$ cat src/hw/rtl/ilie_pkg.sv
// Shared types and command codes for the indexed list insert/erase engine.
package ilie_pkg;

    localparam int DATA_W = 32;
    localparam int POS_W  = 8;
    localparam int LEN_W  = 7;

    typedef enum logic [1:0] {
        CMD_INSERT = 2'd0,
        CMD_ERASE  = 2'd1,
        CMD_READ   = 2'd2
    } t_cmd;

    typedef struct packed {
        logic [1:0]               command;
        logic signed [POS_W-1:0]  position;
        logic signed [DATA_W-1:0] value;
    } t_req;

    typedef struct packed {
        logic                     ok;
        logic signed [DATA_W-1:0] read_value;
        logic [LEN_W-1:0]         length;
    } t_rsp;

    // Operation broadcast to every cell of the chain in the cycle a request is taken.
    typedef struct packed {
        logic                     insert;
        logic                     erase;
        logic [POS_W-2:0]         pos;
        logic signed [DATA_W-1:0] value;
    } t_cell_op;

endpackage

$ cat src/hw/rtl/ilie_cell.sv
// One list slot: holds, shifts up, shifts down or loads its entry each cycle.
module ilie_cell #(
    parameter int IDX = 0
) (
    input  logic                              i_clk,
    input  ilie_pkg::t_cell_op                i_op,
    input  logic signed [ilie_pkg::DATA_W-1:0] i_lower,
    input  logic signed [ilie_pkg::DATA_W-1:0] i_upper,
    output logic signed [ilie_pkg::DATA_W-1:0] o_data,
    output logic                              o_hit
);
    import ilie_pkg::*;

    logic signed [DATA_W-1:0] r_data;
    logic signed [DATA_W-1:0] n_data;
    int                       pos_i;

    always_comb begin
        pos_i = int'(i_op.pos);
        n_data = r_data;
        if (i_op.insert) begin
            if (IDX > pos_i) begin
                n_data = i_lower;
            end else if (IDX == pos_i) begin
                n_data = i_op.value;
            end
        end else if (i_op.erase) begin
            if (IDX >= pos_i) begin
                n_data = i_upper;
            end
        end
    end

    always_ff @(posedge i_clk) begin
        r_data <= n_data;
    end

    assign o_data = r_data;
    assign o_hit  = (int'(i_op.pos) == IDX);

endmodule

$ cat config.mk
export PLATFORM = sky130hd
export DESIGN_NAME = ilie_cell
export DESIGN_NICKNAME = d
export VERILOG_FILES = /design/src/hw/rtl/ilie_pkg.sv /design/src/hw/rtl/ilie_cell.sv
export SDC_FILE = /design/constraint.sdc
export NUM_CORES = 1
export LEC_CHECK = 0
export ABC_AREA = 1
export BUFFER_PORTS_ARGS = -buffer_cell sky130_fd_sc_hd__buf_2
export CAP_MARGIN = 5
export CORE_ASPECT_RATIO = 1.25
export CORE_MARGIN = 2
export CORE_UTILIZATION = 40
export DETAILED_ROUTE_END_ITERATION = 6
export PLACE_DENSITY = 0.86
export SYNTH_ARGS = -nofsm -noshare
export SYNTH_HDL_FRONTEND = slang
export SYNTH_SLANG_ARGS = --single-unit
$ cat constraint.sdc
create_clock -name i_clk -period 7 [get_ports i_clk]
set_input_delay 1.4 -clock i_clk [delete_from_list [all_inputs] [get_ports i_clk]]
set_output_delay 1.4 -clock i_clk [all_outputs]
set_load 0.02 [all_outputs]
==> results.toml <==
[hold_path]
hold_start = "i_op[2]"
hold-path-cell-count = 3
min_delay_worst_endpoint = "o_data[2]$_DFFE_PP_"
hold_class = "input pin to flip-flop"

[clock_network]
cts_sinks = 32
hold_buffers = 0
postCtsSetupBuffers = 0
cts_resized = 0
cts.clk_slew.worst_paths_ns = 0.06
cts_tree = "yes"
numCtsBuffers = 5
clock-root-buffer = "clkbuf_8"
htreeDepth = 2
clk_path_buf_depth = 2

[cells_and_area]
seqCellArea_um2 = 961
nNetsFinal = 358
syn_to_final_growth_pct = 39.6
fin_area_mm2 = 0.00220
largest_reg_flops = 32
fillerInstances = 345
multi_input_area_um2 = 424
num_antenna_cells = 0
final_layout_size_suffix_gt1_share_pct = 55.7

[synthesis]
ys_seq_area_share_pct = 60.9
syn_inst = 144
syn_avg_cell_area_um2 = 11.0
yosys.area.top_type = "edfxtp_1"
ys.warnings.count = 0
synthesis.area_mm2 = 0.00158
synth.top_cells.by_area = "edfxtp_1 (61%), o21ai_2 (15%), nand2_1 (8.1%)"
synth.distinct_cells = 9
synth_fp_nets = 250
synth_top_area_share_pct = 60.9
ys_ff_latch = 32

[floorplanning]
ios = 139
fp.dieH_um = 74.2
initial_core_util_pct = 41.7
fp.dieW_um = 60.2
core_area_mm2 = 0.00378
rows = 25
die_area_mm2 = 0.00447

[sta]
worst_pin_slew_ns = 0.739
finalSetupViolCount = 0
relSlewSlack_pct = 50.7
min_period_ns = 3.37
hold_viol_final = 0
post-route-period-util_pct = 48.2
max_freq_mhz = 297
setup_tns_ns = 0
report.final.slew_viol_count = 0
rsz0062_at_grt = "no"

[place]
dp_hpwl_um = 2530
placed_area_mm2 = 0.00212
routabilityCongestion = 0.689
portBuffers = 106

[route]
routed-via-count = 1302
drc = 0
wl_per_cell_um = 10.6
firstDrtPassIters = 4
viasPerCell = 4.24
wl_um = 3260
drtIter0Drc = 18
antenna_left = 0

[global_routing]
grt_pass1_wl_um = 5000
antenna_found_initial = 0
track_usage_pct = 15.5
grt_max_degree = 66
grt_pass1_vias = 1188
gr-total-overflow = 0

[setup_path]
cp.arrival_ns = 1.97
startpoint_type = "input pin"
end_kind = "primary output"
cp_max_fo = 2
worstPathRequired_ns = 5.60
worstSetupPathType = "input pin to primary output"

[power_and_ir_drop]
power_density_mw_per_mm2 = 180
leakagePower_nw = 1.08
ir_drop_mv = 0.117

[run]
drv_cap = 0

[status]
status = "finished, final reports clean"
-- cells in the mapped netlist --
cell type and n:
buf_4 1, buf_6 6, edfxtp_1 32, inv_1 33, nand2_1 34, nor2_1 5
nor3_2 1, o21ai_0 5, o21ai_2 27
-- cells by family after synthesis --
family                 share of synthesized area (%)
flip-flops                                      60.9
buffers and inverters                           12.6
AND/OR/NAND/NOR                                 9.91
AO/OA/AOI/OAI                                   16.6
-- layer usage --
| metal | routed length, um | share of wire, % | track usage [%] | vias to the layer above |
|---|---|---|---|---|
| li1 | - | - | - | 684 |
| met2 | 1840 | 57 | 28.6 | 53 |
| met5 | 0 | 0 | 0 | - |
| met3 | 189 | 5.8 | 4.35 | 10 |
| met4 | 95 | 2.9 | 9.38 | 0 |
| met1 | 1130 | 35 | 14.9 | 555 |
-- cell usage in the layout, fill, tap and decap left out, drive strengths merged --
cell,instances
buf,108
edfxtp,32
nand2,34
inv,33
clkinv,1
nor2,5
clkbuf,7
o21ai,32
nor3,1
-- layout make-up --
| class | count | share of cell area (%) |
|---|---|---|
| clock buffers | 7 | 3.47 |
| clock inverters | 1 | 0.170 |
| flip-flops and latches | 32 | 43.6 |
| inverters | 33 | 5.63 |
| multi-input cells | 72 | 19.3 |
| repair buffers | 108 | 24.8 |
| well taps | 54 | 3.07 |
-- worst max-delay path by stage --
stage	startpoint	endpoint	slack [ns]
after floorplan	i_op[40]	o_data[0]$_DFFE_PP_	3.69
after global placement	i_op[40]	o_data[29]$_DFFE_PP_	3.34
after detailed placement	i_op[40]	o_data[18]$_DFFE_PP_	3.33
after CTS	i_op[33]	o_hit	3.62
after global routing	i_op[40]	o_data[22]$_DFFE_PP_	3.48
final	i_op[33]	o_hit	3.63
-- metrics by stage --
step / hold slack (ns) / setup slack (ns) / power [mW] / utilization (%) / cells
floorplan: 1.59 / 3.69 / 0.248 / - / 144
CTS: 1.39 / 3.62 / 0.402 / 58.2 / 307
detailed placement: 1.68 / 3.33 / 0.269 / 56.1 / 299
global placement: 1.67 / 3.34 / 0.267 / 56.1 / 299
global route: 1.38 / 3.48 / 0.417 / 58.2 / 307
finish: 1.39 / 3.63 / 0.397 / 58.2 / 307
-- critical path: stages --
cell	delay, ns
buf_2	0.10
nor2_1	0.10
nand2_1	0.10
nor2_1	0.11
buf_2	0.16
-- power breakdown --
group / internal, mW / switching [mW]
Sequential: 0.213 / 0.000207
Clock: 0.0691 / 0.0637
Combinational: 0.0255 / 0.0249
No activity file was read; power rests on OpenSTA's default activity.
